### src/rtl/core/dru_pkg.sv
// ----------------------------------------------------------------------------
// dru_pkg
// Shared widths, register indexes, reset values and record types of the
// detection row decoder.
// ----------------------------------------------------------------------------
package dru_pkg;

    localparam int ELEM_W      = 20;   // row element, signed
    localparam int SCORE_W     = 16;   // class score, Q0.16
    localparam int CLASS_W     = 8;
    localparam int INV_W       = 24;   // inverse scale, Q8.16
    localparam int PAD_W       = 12;
    localparam int DIM_W       = 14;   // frame size, box size
    localparam int COORD_W     = 13;   // box corner
    localparam int POS_W       = 9;    // up to 4 + 80 elements in a row
    localparam int BOX_VALUES  = 4;
    localparam int BOX_IDX_W   = $clog2(BOX_VALUES);
    localparam int MAX_CLASSES = 80;
    localparam int LANES       = 4;

    // Mapping datapath
    localparam int OPER_W      = 22;                 // 2*c - size - 32*pad
    localparam int PROD_W      = OPER_W + INV_W + 1; // signed product
    localparam int RND_W       = 27;                 // rounded pixel value
    localparam int SHIFT_POS   = 21;                 // Q.5 * Q.16
    localparam int SHIFT_SIZE  = 20;                 // Q.4 * Q.16

    // Queue between front and back, any depth of two or more
    localparam int QUEUE_DEPTH = 4;
    localparam int QPTR_W      = $clog2(QUEUE_DEPTH);

    // Stream and configuration port widths
    localparam int IN_TDATA_W  = 24;
    localparam int OUT_TDATA_W = 80;
    localparam int OUT_FIELD_W = 2 * COORD_W + 2 * DIM_W + CLASS_W + SCORE_W;
    localparam int CFG_INDEX_W = 3;
    localparam int CFG_DATA_W  = 24;

    // Register indexes
    localparam logic [CFG_INDEX_W-1:0] REG_MIN_SCORE       = 3'd0;
    localparam logic [CFG_INDEX_W-1:0] REG_CLASS_COUNT     = 3'd1;
    localparam logic [CFG_INDEX_W-1:0] REG_INVERSE_SCALE   = 3'd2;
    localparam logic [CFG_INDEX_W-1:0] REG_PAD_X           = 3'd3;
    localparam logic [CFG_INDEX_W-1:0] REG_PAD_Y           = 3'd4;
    localparam logic [CFG_INDEX_W-1:0] REG_FRAME_WIDTH     = 3'd5;
    localparam logic [CFG_INDEX_W-1:0] REG_FRAME_HEIGHT    = 3'd6;

    // Reset values
    localparam logic [SCORE_W-1:0] RST_MIN_SCORE       = 16'd16384;
    localparam logic [CLASS_W-1:0] RST_CLASS_COUNT     = 8'd80;
    localparam logic [INV_W-1:0]   RST_INVERSE_SCALE   = 24'd65536;
    localparam logic [PAD_W-1:0]   RST_PAD             = 12'd0;
    localparam logic [DIM_W-1:0]   RST_FRAME_DIM       = 14'd640;

    localparam logic [INV_W-1:0]   UNIT_SCALE          = 24'd65536;
    localparam logic [DIM_W-1:0]   MAX_FRAME_DIM       = 14'd8192;

    // Effective configuration, already saturated
    typedef struct packed {
        logic [SCORE_W-1:0] min_score;
        logic [CLASS_W-1:0] class_count;
        logic [INV_W-1:0]   inverse_scale;
        logic [PAD_W-1:0]   pad_x;
        logic [PAD_W-1:0]   pad_y;
        logic [DIM_W-1:0]   frame_width;
        logic [DIM_W-1:0]   frame_height;
    } cfg_t;

    // One finished row that passed the score threshold
    typedef struct packed {
        logic signed [ELEM_W-1:0] cx;
        logic signed [ELEM_W-1:0] cy;
        logic signed [ELEM_W-1:0] w;
        logic signed [ELEM_W-1:0] h;
        logic [SCORE_W-1:0]       score;
        logic [CLASS_W-1:0]       class_id;
    } rec_t;

    // One emitted box
    typedef struct packed {
        logic [SCORE_W-1:0] confidence;
        logic [CLASS_W-1:0] class_index;
        logic [DIM_W-1:0]   box_height;
        logic [DIM_W-1:0]   box_width;
        logic [COORD_W-1:0] box_top;
        logic [COORD_W-1:0] box_left;
    } res_t;

endpackage

### src/rtl/core/dru_queue.sv
// ----------------------------------------------------------------------------
// dru_queue
// Short record queue between the row parser and the mapping pipeline.
// ----------------------------------------------------------------------------
module dru_queue (
    input  logic          clk,
    input  logic          rst_n,
    input  logic          push,
    input  dru_pkg::rec_t push_rec,
    output logic          full,
    input  logic          pop,
    output dru_pkg::rec_t pop_rec,
    output logic          valid
);
    import dru_pkg::*;

    rec_t              entry_reg [QUEUE_DEPTH];
    logic [QPTR_W-1:0] wr_ptr_reg, wr_ptr_next;
    logic [QPTR_W-1:0] rd_ptr_reg, rd_ptr_next;
    logic [QPTR_W:0]   count_reg, count_next;

    assign full    = count_reg == (QPTR_W + 1)'(QUEUE_DEPTH);
    assign valid   = count_reg != '0;
    assign pop_rec = entry_reg[rd_ptr_reg];

    always_comb
    begin
        wr_ptr_next = wr_ptr_reg;
        rd_ptr_next = rd_ptr_reg;
        count_next  = count_reg;
        if (push)
            wr_ptr_next = (wr_ptr_reg == QPTR_W'(QUEUE_DEPTH - 1)) ? '0
                                                                   : wr_ptr_reg + QPTR_W'(1);
        if (pop)
            rd_ptr_next = (rd_ptr_reg == QPTR_W'(QUEUE_DEPTH - 1)) ? '0
                                                                   : rd_ptr_reg + QPTR_W'(1);
        if (push && !pop)
            count_next = count_reg + (QPTR_W + 1)'(1);
        else if (pop && !push)
            count_next = count_reg - (QPTR_W + 1)'(1);
    end

    always_ff @(posedge clk or negedge rst_n)
    begin
        if (!rst_n)
        begin
            wr_ptr_reg <= '0;
            rd_ptr_reg <= '0;
            count_reg  <= '0;
        end
        else
        begin
            wr_ptr_reg <= wr_ptr_next;
            rd_ptr_reg <= rd_ptr_next;
            count_reg  <= count_next;
        end
    end

    always_ff @(posedge clk)
    begin
        if (push)
            entry_reg[wr_ptr_reg] <= push_rec;
    end

    a_no_overflow: assert property (@(posedge clk) disable iff (!rst_n)
        push |-> !full)
        else $error("record pushed into a full queue");

    a_no_underflow: assert property (@(posedge clk) disable iff (!rst_n)
        pop |-> valid)
        else $error("record popped from an empty queue");

    a_pointers_agree: assert property (@(posedge clk) disable iff (!rst_n)
        (count_reg == '0) |-> (wr_ptr_reg == rd_ptr_reg))
        else $error("queue pointers disagree with an empty count");

endmodule

### config.mk
export PLATFORM = sky130hd
export DESIGN_NAME = dru_queue
export DESIGN_NICKNAME = d
export VERILOG_FILES = /design/src/rtl/core/dru_pkg.sv /design/src/rtl/core/dru_queue.sv
export SDC_FILE = /design/constraint.sdc
export NUM_CORES = 1
export LEC_CHECK = 0
export BUFFER_PORTS_ARGS = -buffer_cell sky130_fd_sc_hd__buf_2
export CORE_UTILIZATION = 40
export CTS_CLUSTER_DIAMETER = 100
export DETAILED_ROUTE_END_ITERATION = 12
export GPL_TIMING_DRIVEN = 0
export PLACE_DENSITY = 0.64
export RECOVER_POWER = 100
export SLEW_MARGIN = 30
export SYNTH_ARGS = -nofsm -noshare
export SYNTH_HDL_FRONTEND = slang
export SYNTH_SLANG_ARGS = --single-unit
### constraint.sdc
create_clock -name clk -period 6.55 [get_ports clk]
set_clock_uncertainty 0.05 [all_clocks]
set_input_delay 0.9825 -clock clk [delete_from_list [all_inputs] [get_ports clk]]
set_output_delay 0.9825 -clock clk [all_outputs]
set_load 0.05 [all_outputs]
# Word level (Yosys, flattened, before mapping)
# Memory sizes are Yosys's and may differ from the RTL's.
# Index checks and enable logic that the tools add are counted.
# op_classes
n_addsub	4
eq_ne	3
mux	6
n_reduce_logical	6
# op_table
cell	count
3-bit 2-to-1 mux	2
2-bit by 1-bit adder with 2-bit output (second input constant)	2
2-bit equality test (second input constant)	2
2-bit 2-to-1 mux	2
3-bit by 1-bit adder with 3-bit output (second input constant)	1
3-bit equality test (second input constant)	1
3-bit nonzero test	1
3-bit by 1-bit subtractor with 3-bit output (second input constant)	1
1-bit logical AND	2
1-bit zero test	2
1-bit 2-to-1 mux	2
2-bit nonzero test	1
# totals
reg_bits	7
ram_bits	416
input_bits	108
word_cells	23
memories	1
# memory_table
memory	words	word_bits	rd	rd_ports_with_merged_regs	write_ports	line	source
entry_reg	4	104	1	0	1	dru_queue.sv:17	rec_t entry_reg [QUEUE_DEPTH];

# Depth between registers and ports, before layout
# logic_depth
depth_word	4
mapped_depth	7

# Worst setup path after synthesis
# OpenSTA, ideal clock, no wires.
# synth_timing
kind	input port to flip-flop
startpoint	input port push
endpoint	memory entry_reg[2][0] (netlist name), enable pin
setup_time_ns	0.474
arrival_ns	3.381
t_required_ns	6.026
path_slack_ns	2.645
path_stages	1
cell_sequence	and2_1
# synth_between
elab_chain_len	2
# synth_rtl
item	line	source
from (decl)	dru_queue.sv:8	input logic push,
1-bit 2-to-1 mux	dru_queue.sv:61	if (push)
1-bit 2-to-1 mux (implied by the code)	dru_queue.sv:62	entry_reg[wr_ptr_reg] <= push_rec;
to (decl)	dru_queue.sv:17	
# No other way between the ends.

==> impl_metrics.csv <==
group,metric,value,unit
die,initial_utilization,0.408,
worst_setup_path,cp_max_fo,10,
clocking,numCtsBuffers,44,
worst_setup_path,cp-start-kind,"flop",
drt,ant_nets,0,
worst_setup_path,r2r_cells,4,
sta,min_period_over_period,0.693,
synth,syn_inst,581,
synth,synth_mux_area_frac,0.154,
synth,syn_avg_cell_area,26.5,sq um
sta,tightest_slew,2.96,ns
finish,largest_reg_flops,416,
power,pwr-share-seq,0.378,
clocking,clock-sinks,423,
place,dp_hpwl,18.4,mm
finish,antennaDiodeCount,0,
worst_setup_path,crit_chain,"clkbuf_1, clkbuf_1, clkbuf_1, mux4_2, clkbuf_1",
flow_run,cap_viol_max_count,7,
place,portBuffers,213,
synth,synthXorXnorAreaFrac,0.00170,
synth,synth-compound-area-share,0.000649,
worst_setup_path,r2r_slack,2.61,ns
sta,rsz0062_at_grt,"no",
clocking,cts_resized,0,
worst_setup_path,cp-end-kind,"output pin",
synth,synth_area,0.0154,sq mm
power,ir_drop,0.000350,V
finish,stdcell_count,1396,
global_routing,grt_max_degree,39,
synth,synthSimpleGateAreaFrac,0.00373,
synth,syn-num-nets,696,
power,p_comb_frac,0.371,
clocking,ctsRootBufferMaster,"clkbuf_16",
clocking,insertion_delay,0.56,ns
worst_setup_path,r2r-end,"entry_reg[2][41]",
global_routing,antenna_found_initial,0,
sta,hold_viol_final,0,
drt,wl,29.5,mm
die,fp.dieW,198,um
die,die_area,0.0393,sq mm
sta,period_minus_slack,4.54,ns
drt,dr.pass1.iters,5,
outcome,violations,"capacitance limit, slew limit",
die,die_h,198,um
sta,setup_viol,0,
die,ios,214,
worst_setup_path,crit_required,5.52,ns
drt,drcViolationCount,0,
worst_setup_path,r2r-start,"wr_ptr_reg[0]",
drt,drt-wirelength-per-cell,21.1,um
clocking,cts_hold_buffers,0,
power,finalPower,9.46,mW
place,place_congestion,0.658,
power,swShare,0.383,
place,place_ws,3.52,ns
worst_setup_path,crit_path_frequent_cell,"clkbuf_1",
sta,final.setup.worst_slack,2.01,ns
global_routing,grt_use_total,0.154,
worst_setup_path,arrival,3.51,ns
drt,vias,6850,
global_routing,grt_pass1_wl,44.5,mm
sta,tns,0,ns
finish,layout-drive-gt1-share,0.217,
die,row_count,71,
clocking,clk_path_buf_depth,3,
synth,synth_warnings,0,
power,p_int,5.84,mW
worst_setup_path,critical_path_class,"flop to output pin",
synth,synthAdderAreaFrac,0.00617,
place,dpl.cell_count,1315,
worst_hold_path,hold_class,"input pin to asynchronous set/reset pin",
clocking,post_cts_buffers,0,
synth,synth_top_family_by_area,"multiplexers",
power,p_leak,5.75,nW
die,fp.coreArea,0.0378,sq mm
outcome,status,"finished, violations left",
sta,drv_slew,220,
finish,synthToLayoutAreaGrowth,19.2,%
clocking,htreeDepth,2,
worst_setup_path,slowest_delay,0.65,ns
worst_setup_path,setup.worst_path.start,"rd_ptr_reg[1]",
clocking,clk_pin_slew_worst_paths,0.06,ns
synth,ys_seq_elements,423,
power,clock_power_share,0.251,
worst_setup_path,cp-endpoint,"pop_rec[81]",
sta,relSlewSlack,-0.970,
worst_setup_path,cp_slowest_cell,"clkbuf_1",
finish,fillers,3135,
sta,timing.fmax,0.220,GHz
finish,finalNetCount,965,
synth,yosysUniqueCellTypes,20,
synth,ys_seq_area_frac,0.822,
power,power_density,515,mW/mm^2
global_routing,grt_pass1_vias,7428,
drt,vias_per_cell,4.91,
finish,fin_area,0.0184,sq mm
power,p_sw,3.62,mW
place,placed_area,0.0174,sq mm
clocking,cts_tree,"done",
global_routing,globalRouteOverflowTotal,0,
drt,drt_iter0_drc,355,
routing by layer:
| layer | vias up | part of all wire | GRT usage |
|---|---|---|---|
| met1 | 3588 | 0.42 | 0.195 |
| met4 | 0 | 0.019 | 0.0505 |
| met2 | 172 | 0.49 | 0.252 |
| li1 | 3053 | - | - |
| met3 | 37 | 0.068 | 0.0477 |
| met5 | - | 0 | 0 |
cell usage after synthesis:
| library cell | number | share of area |
|---|---|---|
| or3_1 | 1 | 0.00041 |
| clkbuf_1 | 4 | 0.00097 |
| buf_8 | 4 | 0.0039 |
| buf_4 | 1 | 0.00049 |
| and2_1 | 4 | 0.0016 |
| nor3b_1 | 1 | 0.00049 |
| ha_1 | 6 | 0.0049 |
| fa_1 | 1 | 0.0013 |
| xor2_1 | 2 | 0.0011 |
| nor2_1 | 3 | 0.00073 |
| mux2_2 | 3 | 0.0022 |
| xnor2_1 | 1 | 0.00057 |
| inv_1 | 4 | 0.00097 |
| buf_2 | 13 | 0.0042 |
| nand2_1 | 2 | 0.00049 |
| edfxtp_1 | 416 | 0.81 |
| dfrtp_1 | 7 | 0.011 |
| o21ai_0 | 2 | 0.00065 |
| buf_6 | 2 | 0.0015 |
| mux4_2 | 104 | 0.15 |
stage by stage:
step           hold slack, ns  utilization
3_5_place_dp            0.430        0.460
2_1_floorplan           0.399            -
6_report                0.271        0.487
4_1_cts                 0.168        0.496
3_3_place_gp            0.415        0.454
5_1_grt                 0.279        0.487
power groups by stage:
stage               combinational, mW  sequential, mW  clock (mW)
finish                           3.51            3.58        2.38
global route                     3.73            3.61        2.54
CTS                              3.74            3.57        2.44
detailed placement               3.73            3.62           0
global placement                 3.64            3.70           0
floorplan                        2.82            3.63           0
worst max-delay path: cells and delay by family (launching register included):
| kind | cells | cell delay, ns |
|---|---|---|
| flip-flops | 1 | 0.35 |
| multiplexers | 1 | 0.34 |
| buffers and inverters | 4 | 2.25 |
cell type report:
cell class	instances	area, sq um	share of cell area
Buffer	24	153	0.00831
Clock buffer	58	1180	0.0645
Clock inverter	23	191	0.0104
Inverter	4	15.0	0.000817
Multi-Input combinational cell	130	2560	0.140
Sequential cell	423	12700	0.689
Tap cell	511	639	0.0348
Timing Repair Buffer	223	960	0.0522
cells in the final DEF, fill, tap and decap left out, drive strengths merged:
cell / netlist / routed
inv: 4 / 6
buf: 20 / 25
clkbuf: 4 / 280
nor2: 3 / 3
clkinvlp: 0 / 2
ha: 6 / 6
edfxtp: 416 / 416
fa: 1 / 1
or3: 1 / 1
o21ai: 2 / 2
xor2: 2 / 2
mux4: 104 / 104
mux2: 3 / 3
xnor2: 1 / 1
clkinv: 0 / 16
and2: 4 / 4
bufinv: 0 / 3
nor3b: 1 / 1
nand2: 2 / 2
dfrtp: 7 / 7
cells by family after synthesis:
group	Yosys count
compound gates	2
xor+xnor	3
fa+ha+maj	7
buf+inv	28
flops	423
mux	107
simple gates	11
worst min-delay path by stage:
| stage | from | to | slack (ns) | cells after the start |
|---|---|---|---|---|
| after global routing | rst_n | rd_ptr_reg[1] | 0.28 | 1 |
| after global placement | count_reg[2] | count_reg[2] | 0.42 | 1 |
| after detailed placement | count_reg[2] | count_reg[2] | 0.43 | 1 |
| after CTS | rst_n | count_reg[1] | 0.17 | 1 |
| after floorplan | count_reg[2] | count_reg[2] | 0.40 | 1 |
| final | rst_n | count_reg[1] | 0.27 | 1 |
Power figures use the tool's default switching activity.
