==> src/rtl/core/dru_pkg.sv <==
// ----------------------------------------------------------------------------
// dru_pkg
// Shared widths, register indexes, reset values and record types of the
// detection row decoder.
// ----------------------------------------------------------------------------
package dru_pkg;

    localparam int ELEM_W      = 20;   // row element, signed
    localparam int SCORE_W     = 16;   // class score, Q0.16
    localparam int CLASS_W     = 8;
    localparam int INV_W       = 24;   // inverse scale, Q8.16
    localparam int PAD_W       = 12;
    localparam int DIM_W       = 14;   // frame size, box size
    localparam int COORD_W     = 13;   // box corner
    localparam int POS_W       = 9;    // up to 4 + 80 elements in a row
    localparam int BOX_VALUES  = 4;
    localparam int BOX_IDX_W   = $clog2(BOX_VALUES);
    localparam int MAX_CLASSES = 80;
    localparam int LANES       = 4;

    // Mapping datapath
    localparam int OPER_W      = 22;                 // 2*c - size - 32*pad
    localparam int PROD_W      = OPER_W + INV_W + 1; // signed product
    localparam int RND_W       = 27;                 // rounded pixel value
    localparam int SHIFT_POS   = 21;                 // Q.5 * Q.16
    localparam int SHIFT_SIZE  = 20;                 // Q.4 * Q.16

    // Queue between front and back, any depth of two or more
    localparam int QUEUE_DEPTH = 4;
    localparam int QPTR_W      = $clog2(QUEUE_DEPTH);

    // Stream and configuration port widths
    localparam int IN_TDATA_W  = 24;
    localparam int OUT_TDATA_W = 80;
    localparam int OUT_FIELD_W = 2 * COORD_W + 2 * DIM_W + CLASS_W + SCORE_W;
    localparam int CFG_INDEX_W = 3;
    localparam int CFG_DATA_W  = 24;

    // Register indexes
    localparam logic [CFG_INDEX_W-1:0] REG_MIN_SCORE       = 3'd0;
    localparam logic [CFG_INDEX_W-1:0] REG_CLASS_COUNT     = 3'd1;
    localparam logic [CFG_INDEX_W-1:0] REG_INVERSE_SCALE   = 3'd2;
    localparam logic [CFG_INDEX_W-1:0] REG_PAD_X           = 3'd3;
    localparam logic [CFG_INDEX_W-1:0] REG_PAD_Y           = 3'd4;
    localparam logic [CFG_INDEX_W-1:0] REG_FRAME_WIDTH     = 3'd5;
    localparam logic [CFG_INDEX_W-1:0] REG_FRAME_HEIGHT    = 3'd6;

    // Reset values
    localparam logic [SCORE_W-1:0] RST_MIN_SCORE       = 16'd16384;
    localparam logic [CLASS_W-1:0] RST_CLASS_COUNT     = 8'd80;
    localparam logic [INV_W-1:0]   RST_INVERSE_SCALE   = 24'd65536;
    localparam logic [PAD_W-1:0]   RST_PAD             = 12'd0;
    localparam logic [DIM_W-1:0]   RST_FRAME_DIM       = 14'd640;

    localparam logic [INV_W-1:0]   UNIT_SCALE          = 24'd65536;
    localparam logic [DIM_W-1:0]   MAX_FRAME_DIM       = 14'd8192;

    // Effective configuration, already saturated
    typedef struct packed {
        logic [SCORE_W-1:0] min_score;
        logic [CLASS_W-1:0] class_count;
        logic [INV_W-1:0]   inverse_scale;
        logic [PAD_W-1:0]   pad_x;
        logic [PAD_W-1:0]   pad_y;
        logic [DIM_W-1:0]   frame_width;
        logic [DIM_W-1:0]   frame_height;
    } cfg_t;

    // One finished row that passed the score threshold
    typedef struct packed {
        logic signed [ELEM_W-1:0] cx;
        logic signed [ELEM_W-1:0] cy;
        logic signed [ELEM_W-1:0] w;
        logic signed [ELEM_W-1:0] h;
        logic [SCORE_W-1:0]       score;
        logic [CLASS_W-1:0]       class_id;
    } rec_t;

    // One emitted box
    typedef struct packed {
        logic [SCORE_W-1:0] confidence;
        logic [CLASS_W-1:0] class_index;
        logic [DIM_W-1:0]   box_height;
        logic [DIM_W-1:0]   box_width;
        logic [COORD_W-1:0] box_top;
        logic [COORD_W-1:0] box_left;
    } res_t;

endpackage

==> src/rtl/core/dru_front.sv <==
// ----------------------------------------------------------------------------
// dru_front
// Row parser: store the box values, track the best class score and push a
// record for every row whose best score reaches the threshold.
// ----------------------------------------------------------------------------
module dru_front (
    input  logic                              clk,
    input  logic                              rst_n,
    input  dru_pkg::cfg_t                     cfg,
    input  logic                              elem_valid,
    output logic                              elem_ready,
    input  logic signed [dru_pkg::ELEM_W-1:0] element,
    output logic                              push,
    output dru_pkg::rec_t                     push_rec,
    input  logic                              full
);
    import dru_pkg::*;

    logic [POS_W-1:0]         pos_reg, pos_next;
    logic [SCORE_W-1:0]       best_reg, best_next;
    logic [CLASS_W-1:0]       class_reg, class_next;
    logic signed [ELEM_W-1:0] box_reg [BOX_VALUES];

    logic               accept;
    logic               in_box;
    logic               row_end;
    logic               take;
    logic [SCORE_W-1:0] score;
    logic [POS_W-1:0]   last_pos;

    assign elem_ready = !full;
    assign accept     = elem_valid && elem_ready;

    always_comb
    begin
        // negative scores count as zero, large ones saturate
        if (element[ELEM_W-1])
            score = '0;
        else if (|element[ELEM_W-2:SCORE_W])
            score = '1;
        else
            score = element[SCORE_W-1:0];

        in_box   = pos_reg < POS_W'(BOX_VALUES);
        last_pos = POS_W'(cfg.class_count) + POS_W'(BOX_VALUES - 1);
        row_end  = !in_box && (pos_reg >= last_pos);

        // first score of the row always loads, later ones only if strictly higher
        take       = (pos_reg == POS_W'(BOX_VALUES)) || (score > best_reg);
        best_next  = take ? score : best_reg;
        class_next = take ? CLASS_W'(pos_reg - POS_W'(BOX_VALUES)) : class_reg;

        pos_next = pos_reg;
        if (accept)
            pos_next = row_end ? '0 : pos_reg + POS_W'(1);

        push              = accept && row_end && (best_next >= cfg.min_score);
        push_rec.cx       = box_reg[0];
        push_rec.cy       = box_reg[1];
        push_rec.w        = box_reg[2];
        push_rec.h        = box_reg[3];
        push_rec.score    = best_next;
        push_rec.class_id = class_next;
    end

    always_ff @(posedge clk or negedge rst_n)
    begin
        if (!rst_n)
        begin
            pos_reg   <= '0;
            best_reg  <= '0;
            class_reg <= '0;
        end
        else
        begin
            pos_reg <= pos_next;
            if (accept && !in_box)
            begin
                best_reg  <= best_next;
                class_reg <= class_next;
            end
        end
    end

    always_ff @(posedge clk)
    begin
        if (accept && in_box)
            box_reg[pos_reg[BOX_IDX_W-1:0]] <= element;
    end

    // The counter never runs past the longest row.
    a_pos_range: assert property (@(posedge clk) disable iff (!rst_n)
        pos_reg <= POS_W'(BOX_VALUES - 1 + MAX_CLASSES))
        else $error("row position ran past the longest row");

endmodule

==> config.mk <==
export PLATFORM = sky130hd
export DESIGN_NAME = dru_front
export DESIGN_NICKNAME = d
export VERILOG_FILES = /design/src/rtl/core/dru_pkg.sv /design/src/rtl/core/dru_front.sv
export SDC_FILE = /design/constraint.sdc
export NUM_CORES = 1
export LEC_CHECK = 0
export BUFFER_PORTS_ARGS = -buffer_cell sky130_fd_sc_hd__buf_2
export CAP_MARGIN = 20
export CORE_MARGIN = 5
export CORE_UTILIZATION = 50
export CTS_CLUSTER_DIAMETER = 150
export DETAILED_ROUTE_END_ITERATION = 8
export GPL_TIMING_DRIVEN = 1
export PLACE_DENSITY = 0.8
export SLEW_MARGIN = 20
export SYNTH_ARGS = -nofsm -noshare
export SYNTH_HDL_FRONTEND = slang
export SYNTH_SLANG_ARGS = --single-unit
==> constraint.sdc <==
create_clock -name clk -period 8.6 [get_ports clk]
set_input_delay 1.72 -clock clk [delete_from_list [all_inputs] [get_ports clk]]
set_output_delay 1.72 -clock clk [all_outputs]
set_load 0.01 [all_outputs]
# Yosys cells after proc, flatten, opt, wreduce, memory -nomap -nowiden
# Memory sizes are Yosys's and may differ from the RTL's.
# Cells that the tools add are included.
# op_classes
n_addsub	3
eq_ne	1
n_mux	7
n_reduce_logical	10
order_cmp	4
# ops
op	count
16-bit 2-to-1 mux	3
16-bit greater-or-equal comparator	1
16-bit > comparator	1
8-bit by 2-bit adder with 9-bit output, second input constant	1
9-bit by 1-bit adder with 9-bit output, second input constant	1
9-bit by 3-bit equality test with 1-bit output, second input constant	1
9-bit greater-or-equal comparator	1
9-bit by 3-bit less-than comparator with 1-bit output, second input constant	1
9-bit 2-to-1 mux	1
8-bit 2-to-1 mux	1
8-bit by 3-bit subtractor with 8-bit output, second input constant	1
1-bit logical AND	6
3-bit OR reduction	1
1-bit logical NOT	2
1-bit 2-to-1 mux	2
1-bit logical OR	1
# totals
wordCells	29
memories	1
reg_bits	33
ram_bits	80
output_inout_bits	106
# memory_table
name	depth	word_bits	rd	rd_ports_with_merged_regs	write_ports	line	source
box_reg	4	20	4	0	1	dru_front.sv:22	logic signed [ELEM_W-1:0] box_reg [BOX_VALUES];

# Logic depth before layout (Yosys ltp)
# Gate-level depths: netlist of run 1.
# depth
word_depth	8
ltp_mapped	22

# Worst setup path before layout of run 1
# No wires, ideal clock.
# synth_path
path_kind	input to output
start	in element[17] (netlist name)
end	out push
path_stages	20
t_required_ns	6.880
setup_slack_ns	1.032
arrival_time_ns	5.848
cell_sequence	or3_1 > clkbuf_1 > clkbuf_1 > nor2_1 > or2_2 > inv_1 > ha_1 > a21oi_1 > nand2_1 > a211o_1 > a311o_1 > buf_6 > a21oi_4 > buf_6 > mux2i_1 > ha_1 > a211o_1 > a221oi_1 > a21oi_1 > o31a_1
# synth_rtl
item	line	source
start, declared	dru_front.sv:12	input logic signed [dru_pkg::ELEM_W-1:0] element,
end, declared	dru_front.sv:13	output logic push,

# Worst setup path in the final report of run 1
# layout_path
start	in element[17] (netlist name)
end	out push
# layout_between
elab_chain_len	8
# layout_rtl
item	line	source
3-bit OR reduction (*)	dru_front.sv:39	else if (|element[ELEM_W-2:SCORE_W])
16-bit 2-to-1 mux (*)	dru_front.sv:39	
16-bit 2-to-1 mux (*)	dru_front.sv:37	if (element[ELEM_W-1])
16-bit > comparator	dru_front.sv:49	take = (pos_reg == POS_W'(BOX_VALUES)) || (score > best_reg);
1-bit logical OR	dru_front.sv:49	
16-bit 2-to-1 mux (*)	dru_front.sv:50	best_next = take ? score : best_reg;
16-bit greater-or-equal comparator (*)	dru_front.sv:57	push = accept && row_end && (best_next >= cfg.min_score);
1-bit logical AND (*)	dru_front.sv:57	
# Every way passes the cells marked *; elsewhere a longest branch is shown, timed or not.

==> results of run 1 <==
-- final timing paths --
check,start,end,slack (ps),depth (start not counted)
max in group asynchronous,rst_n,best_reg[9],6690,1
worst min register to register,class_reg[4],class_reg[4],520,2
worst min-delay path,class_reg[4],class_reg[4],520,2
worst max-delay path,element[17],push,350,19
worst max register to register,pos_reg[4],box_reg[1][17],5870,4
min in group asynchronous,rst_n,best_reg[13],1400,1
-- power breakdown --
part / total (W) / switching, W / leakage [nW] / internal [W]
Clock: 0.000683 / 0.000255 / 0.280 / 0.000428
Sequential: 0.000688 / 0.0000500 / 1.05 / 0.000638
Combinational: 0.000724 / 0.000435 / 2.25 / 0.000290
Total: 0.00210 / 0.000740 / 3.58 / 0.00136
-- synth_stat cells, drive strengths merged, types with 4 or more instances --
cell type / n / area, um2
o32ai: 16 / 140
edfxtp: 80 / 2400
or2: 16 / 100
a21oi: 33 / 176
nor3: 7 / 35.0
nand2: 43 / 161
buf: 8 / 62.6
o211ai: 18 / 135
inv: 59 / 221
mux2: 8 / 93.8
and3: 4 / 25.0
mux2i: 20 / 200
nand3: 13 / 65.1
dfrtp: 33 / 826
ha: 49 / 613
nand4: 23 / 144
nor2: 37 / 139
xor2: 7 / 61.3
and2: 4 / 25.0
xnor2: 10 / 87.6
clkbuf: 19 / 71.3
o21ai: 10 / 50.1
-- layer usage --
metal  share of wire (%)  wire length (um)
met1                  39              6480
met2                  50              8170
met3                 8.6              1430
met4                 2.5               413
met5                   0                 0
-- cell families after synthesis --
kind of cell / after synthesis
compound gates: 102
xor+xnor: 17
fa+ha+maj: 49
buf+inv: 86
flops: 113
mux: 28
simple gates: 160
-- critical path: stages --
cell and delay [ps]:
buf_2 120, or3_1 640, nor2_1 240, or2_2 170
inv_1 60, ha_1 300, nand4_1 130, nor2_1 60
a211o_1 270, a311o_2 350, a21oi_4 290, buf_4 340
mux2i_1 430, ha_1 320, o2111a_1 260, a221oi_1 330
a21oi_1 120, o31a_1 250, buf_2 150
-- cell type report --
| type | count | area (um2) | share of cell area (%) |
|---|---|---|---|
| clock inverters | 15 | 158 | 2.06 |
| repair buffers | 162 | 848 | 11.1 |
| clock buffers | 17 | 425 | 5.57 |
| flip-flops and latches | 113 | 3230 | 42.3 |
| multi-input cells | 356 | 2570 | 33.7 |
| inverters | 59 | 221 | 2.90 |
| well taps | 147 | 184 | 2.41 |
-- metrics by stage --
step,hold slack (ps),cells
floorplan,475,555
global placement,491,835
detailed placement,504,836
CTS,518,868
global route,544,869
finish,515,869
==> reports/results.tsv, run 1 <==
metric	value	unit
status	finished, final reports clean	
dpl hpwl	11600	um
syn_nets	728	
crit path max fanout	16	
vias in the first global route	5001	
final hold vios	0	
synthesized-area fraction occupied by and/or/nand/nor cells	12.9	%
Die H	121	um
Synth Cell Area	0.00615	mm2
remaining antenna violation count	0	
Starting Density	51.2	%
Sink Count	113	
pre-CTS WS	427	ps
1st-pass router iterations	5	
Setup Viol. Count Final	0	
DR WL/cell	19.0	um
maxcap violations	0	
routability cong.	0.847	
fin. max-slew vios	0	
pwr/cell area	275	mW/mm2
met1 Track Usage GR	26.7	%
Clock Tree Buf Depth	2	
max reg flops	80	
worst endpoint required time	6880	ps
fin crit period	8250	ps
total gr overflow	0	
Area Overhead vs Synth	24.2	%
commonest non-fill, non-tap cells in the layout	buf_2 (153), edfxtp_1 (80), inv_1 (59)	
Die W	121	um
Ant. Diodes	0	
Power Total	0.00210	W
Seq/Total Area, Yosys	52.5	%
Core ar.	0.0120	mm2
xor/xnor cell area share of the yosys netlist	2.42	%
Fmax	121	MHz
EDFF count, synth	80	
First DRT Iteration DRCs	497	
Setup WS post-layout	347	ps
share of cells above drive strength 1	30.6	%
number of synthesized register bits	113	
RSZ-0062 raised after global routing	no	
FFs w/ async S/R, synth	29.2	%
synthesized area per cell	11.1	um2
Synth Instances	555	
Residual DRC	0	
gr busiest metal	met2	
Core Util, Final	63.6	%
clk root buf	clkbuf_16	
largest family of logic cells by synthesized area	simple AND/OR/NAND/NOR gates	
DRT Wirelength	16500	um
most common cell after layout, fill and taps aside	buf_2	
Worst Setup Start Kind	primary input	
Cell Rows	40	
largest net degree at the start of global routing	46	
Worst Setup Path Type	in2out	
via count	5049	
PortBufs	153	
io pins	230	
hold_buf cts	0	
VDD IR max	149	uV
GR Layer Usage met3	5.87	%
post-synthesis mux area share	4.78	%
worst hold path type	reg2reg	
Fill cells	930	
Final period util	96.0	%
TritonCTS clock tree	built	
TritonCTS Buffers	17	
GR Util met2	39.4	%
fin nets	882	
complex-gate fraction of the synthesized area	11.6	%
fin area	0.00763	mm2
worst path arrival time	6530	ps
GRT Resource Usage Total	22.4	%
first-pass GRT wire length	25600	um
die area	0.0146	mm2
placed cell areas	0.00704	mm2
Cell variety after synth	48	
clk_lat worst skew	410	ps
Slew HR	23.3	%
clock transition at the registers of the reported paths	50	ps
final setup TNS	0	ps
depth of the CTS H-tree	4	
synth warn	0	
initial antenna violation count	0	
Setup crit end kind	output port	
Primary FF master, synth	edfxtp_1	
Final Skew	9.84	ps
Post-CTS Setup Inserts	0	
Worst Max-Slew Pin Slew	1150	ps
Post-Synth Adder-Cell Area	9.97	%
Lkg Pwr	3.58	nW
Resized cells post-CTS	0	
vias per cell	5.81	
(Power assumes the default switching activity.)
==> run 2: changes to the inputs <==
CORE_UTILIZATION = 45   (was 50)
HOLD_SLACK_MARGIN = 0.05   (was not set)
PLACE_DENSITY = 0.73   (was 0.8)
==> run 2 against run 1 <==
  * Design area up 0.16%
  * Hold slack worse by 6.9 ps
  * Via count down 2.9%
  * Global-route usage down 3.1 points
  * Clock skew down 2.9 ps
  * Clock-buffer cell count unchanged
  * Register-to-register slack worse by 120 ps
  * Sequential share of layout area down 0.069 points
  * Largest power group unchanged
  * Critical path type unchanged
  * Critical endpoint unchanged
  * Largest cell class unchanged
  * Non-clock buffer count down 1
  * First-iteration DRC count down 28%
==> reports/results.tsv, run 2 (same netlist as run 1, synthesis figures left out) <==
metric	value	unit
status	finished, final reports clean	
largest net degree at the start of global routing	46	
clk_lat worst skew	410	ps
DR WL/cell	17.5	um
Setup crit end kind	output port	
fin. max-slew vios	0	
Hold EP	class_reg[7]	
Resized cells post-CTS	0	
maxcap violations	0	
Seq. cell area	0.00323	mm2
routability cong.	0.885	
commonest non-fill, non-tap cells in the layout	buf_2 (153), edfxtp_1 (80), inv_1 (59)	
share of cells above drive strength 1	30.4	%
pwr/cell area	272	mW/mm2
initial antenna violation count	0	
TritonCTS clock tree	built	
worst reg-to-reg setup slack	5750	ps
PortBufs	153	
Die W	127	um
Worst Setup Start Kind	primary input	
RSZ-0062 raised after global routing	no	
footprint of the multi-input gates	0.00257	mm2
Final period util	94.3	%
fin nets	881	
remaining antenna violation count	0	
VDD IR max	187	uV
Lkg Pwr	3.57	nW
Area Overhead vs Synth	24.4	%
via count	4901	
most common cell after layout, fill and taps aside	buf_2	
dpl hpwl	11000	um
Worst Setup Path Type	in2out	
max reg flops	80	
clk root buf	clkbuf_16	
Residual DRC	0	
GRT Resource Usage Total	19.3	%
Die H	127	um
Clock Tree Buf Depth	2	
Core ar.	0.0133	mm2
Final Skew	6.93	ps
worst path arrival time	6390	ps
Hold Path Depth	2	
clock transition at the registers of the reported paths	60	ps
Slew HR	28.6	%
worst hold path type	reg2reg	
Worst R2R Start	best_reg[14]	
final setup TNS	0	ps
first-pass GRT wire length	24800	um
final hold vios	0	
vias per cell	5.46	
r2r worst-path depth	9	
r2r endpoint	class_reg[6]	
TritonCTS Buffers	17	
worst endpoint required time	6880	ps
vias in the first global route	4879	
hold path start	class_reg[7]	
Power Total	0.00208	W
fin crit period	8110	ps
hold_buf cts	0	
Cell Rows	42	
Post-CTS Setup Inserts	0	
Layout Cells excl Fill	897	
total gr overflow	0	
Ant. Diodes	0	
die area	0.0161	mm2
1st-pass router iterations	5	
First DRT Iteration DRCs	359	
io pins	230	
Fmax	123	MHz
Post-Place Cells	865	
Worst Max-Slew Pin Slew	1070	ps
Starting Density	46.2	%
Fill cells	1077	
crit path max fanout	16	
Setup Viol. Count Final	0	
depth of the CTS H-tree	4	
Sink Count	113	
DRT Wirelength	15700	um
==> run 2: changes by cell type in the layout (fill, tap and decap cells not counted) <==
cell,change
a311o_1,+1
buf_4,+1
a311o_2,-1
buf_8,-2
==> run 2: worst max path at each step <==
stage                startpoint    to  cells after the start  slack, ps
floorplan           element[17]  push                     20       1030
CTS                 element[17]  push                     21        470
detailed placement  element[17]  push                     21        490
global placement    element[17]  push                     21        520
global route        element[17]  push                     21        180
finish              element[17]  push                     18        490
==> run 2: layout make-up <==
class                      count  share of cell area (%)
sequential                   113                    42.2
multi-input combinational    356                    33.6
timing repair buffer         161                    10.8
clock buffer                  17                    5.56
inverter                      59                    2.90
tap                          176                    2.88
clock inverter                15                    2.06
==> run 2: per-layer routing <==
layer / vias up / GRT usage (%) / part of all wire, %
li1: 2345 / - / -
met1: 2354 / 25.0 / 42
met2: 189 / 32.0 / 49
met3: 13 / 4.58 / 7.5
met4: 0 / 6.37 / 1.3
met5: - / 0 / 0
==> run 2: worst max-delay path, cell delays in order <==
cell      delay [ps]
buf_2            130
or3_1            640
nor2_1           190
or2_2            150
inv_1             50
ha_1             310
a21oi_1          160
nand2_1           70
a211o_1          300
a311o_1          320
a21oi_4          380
mux2i_1          420
ha_1             320
o2111a_1         260
a221oi_1         450
a21oi_1          130
o31a_1           250
buf_2            150
==> run 2: metrics by stage <==
step                util, %  cell area (um2)  hold slack, ps  worst slack (ps)
finish                 57.5             7650             508               488
global route           57.5             7650             545               180
CTS                    57.5             7650             508               467
detailed placement     53.1             7060             494               494
global placement       53.1             7060             489               518
floorplan                 -             6150             475              1030
==> run 2: where the power goes <==
part	leakage [nW]	switching, W	internal (W)
logic	2.24	0.000416	0.000289
clock network	0.280	0.000263	0.000429
registers	1.05	0.0000484	0.000639
total	3.57	0.000728	0.00136
==> run 3: changes to the inputs <==
clock period = 8.4 ns   (was 8.6 ns; I/O delays follow)
==> run 3 against run 2 <==
  * First-iteration DRC count down 17%
  * Clock skew up 0.73 ps
  * Wire length up 1.7%
  * Sequential cell count unchanged
  * Clock-buffer cell count up 1
  * Combinational power up 3.1%
  * Core utilization up 0.30 points
  * Sequential share of layout area down 0.22 points
  * Sequential power up 2%
  * Clock power up 6.2%
  * Non-clock buffer count up 1
  * Highest routed layer unchanged
==> reports/results.tsv, run 3 (same netlist as run 1, synthesis figures left out) <==
metric	value	unit
status	finished, final reports clean	
fin crit period	8100	ps
PortBufs	153	
depth of the CTS H-tree	4	
Layout Cells excl Fill	898	
Final period util	96.4	%
Setup crit end kind	output port	
via count	4982	
Fmax	123	MHz
Cell Rows	42	
dpl hpwl	11100	um
Worst R2R Start	best_reg[14]	
Worst Setup Start Kind	primary input	
final hold vios	0	
worst hold path type	reg2reg	
Hold EP	class_reg[7]	
Final Skew	7.66	ps
worst reg-to-reg setup slack	5590	ps
Setup Viol. Count Final	0	
maxcap violations	0	
Slew HR	21.7	%
clk_lat worst skew	410	ps
Hold WS	525	ps
routability cong.	0.895	
total gr overflow	0	
Die H	127	um
Worst Max-Slew Pin Slew	1170	ps
worst path arrival time	6420	ps
Fill cells	1079	
Sink Count	113	
die area	0.0161	mm2
Clock Tree Buf Depth	2	
most common cell after layout, fill and taps aside	buf_2	
Hold Path Depth	2	
DRT Wirelength	15900	um
remaining antenna violation count	0	
Comb pwr share	33.6	%
worst endpoint required time	6720	ps
Net Switching	0.000745	W
Starting Density	46.2	%
r2r endpoint	class_reg[0]	
clock share of power	33.9	%
Area Overhead vs Synth	25.1	%
sw frac	34.4	%
Ant. Diodes	0	
1st-pass router iterations	5	
crit path max fanout	16	
Lkg Pwr	3.59	nW
pwr/cell area	282	mW/mm2
final setup TNS	0	ps
DR WL/cell	17.7	um
vias in the first global route	4979	
share of cells above drive strength 1	30.5	%
TritonCTS clock tree	built	
max reg flops	80	
hold_buf cts	0	
clk root buf	clkbuf_16	
RSZ-0062 raised after global routing	no	
First DRT Iteration DRCs	297	
Core Util, Final	57.8	%
first-pass GRT wire length	25400	um
Post-Place Cells	865	
Post-CTS Setup Inserts	0	
Residual DRC	0	
initial antenna violation count	0	
Die W	127	um
hold path start	class_reg[7]	
clock transition at the registers of the reported paths	60	ps
Core ar.	0.0133	mm2
GRT Resource Usage Total	19.7	%
commonest non-fill, non-tap cells in the layout	buf_2 (153), edfxtp_1 (80), inv_1 (59)	
Power Total	0.00217	W
Worst Setup Path Type	in2out	
fin. max-slew vios	0	
VDD IR max	148	uV
Resized cells post-CTS	0	
TritonCTS Buffers	17	
Pint	0.00142	W
largest net degree at the start of global routing	46	
r2r worst-path depth	8	
vias per cell	5.55	
io pins	230	
sequential power share	32.5	%
fin nets	882	
run 3: changes by cell type in the layout (fill, tap and decap cells not counted), sizes merged:
| cell | before | now |
|---|---|---|
| buf | 161 | 162 |
| bufinv | 2 | 3 |
| clkbuf | 17 | 18 |
| clkinv | 7 | 6 |
| inv | 63 | 62 |
run 3: per-stage QoR:
stage / setup WS, ps / area, um2
2_1_floorplan: 912 / 6150
3_3_place_gp: 387 / 7060
3_5_place_dp: 391 / 7060
4_1_cts: 301 / 7670
5_1_grt: 138 / 7690
6_report: 301 / 7690
run 3: worst max-delay path, cell delays in order:
cell      delay, ps
buf_2           140
or3_1           650
nor2_1          180
or2_2           150
inv_1            50
ha_1            300
a21oi_1         150
nand2_1          70
a211o_1         310
a311o_1         330
a21oi_4         380
mux2i_1         380
ha_1            330
a211o_1         300
a221oi_1        460
a21oi_1         140
o31a_1          250
buf_2           150
run 3: worst max path at each step:
stage,to,startpoint
after floorplan,push,element[17]
after global placement,push,element[17]
after detailed placement,push,element[17]
after CTS,push,element[17]
after global routing,push,element[17]
final,push,element[17]
run 3: routing by layer:
layer | track usage [%] | wire length (um)
met3 | 4.67 | 1210
met2 | 34.2 | 7850
met4 | 7.70 | 418
met5 | 0 | 0
met1 | 23.7 | 6440
run 3: power groups by stage:
stage          Sequential (W)  Combinational (W)  Clock, W
6_report             0.000704           0.000727  0.000735
5_1_grt              0.000712           0.000805  0.000773
4_1_cts              0.000704           0.000731  0.000745
3_5_place_dp         0.000714           0.000722         0
3_3_place_gp         0.000711           0.000697         0
2_1_floorplan        0.000702           0.000511         0
run 3: cell type report:
cell class | count | area (um2) | share of cell area (%)
flip-flops and latches | 113 | 3230 | 42.0
multi-input cells | 356 | 2570 | 33.4
repair buffers | 162 | 841 | 10.9
clock buffers | 18 | 429 | 5.58
inverters | 59 | 221 | 2.88
well taps | 176 | 220 | 2.86
clock inverters | 14 | 180 | 2.34
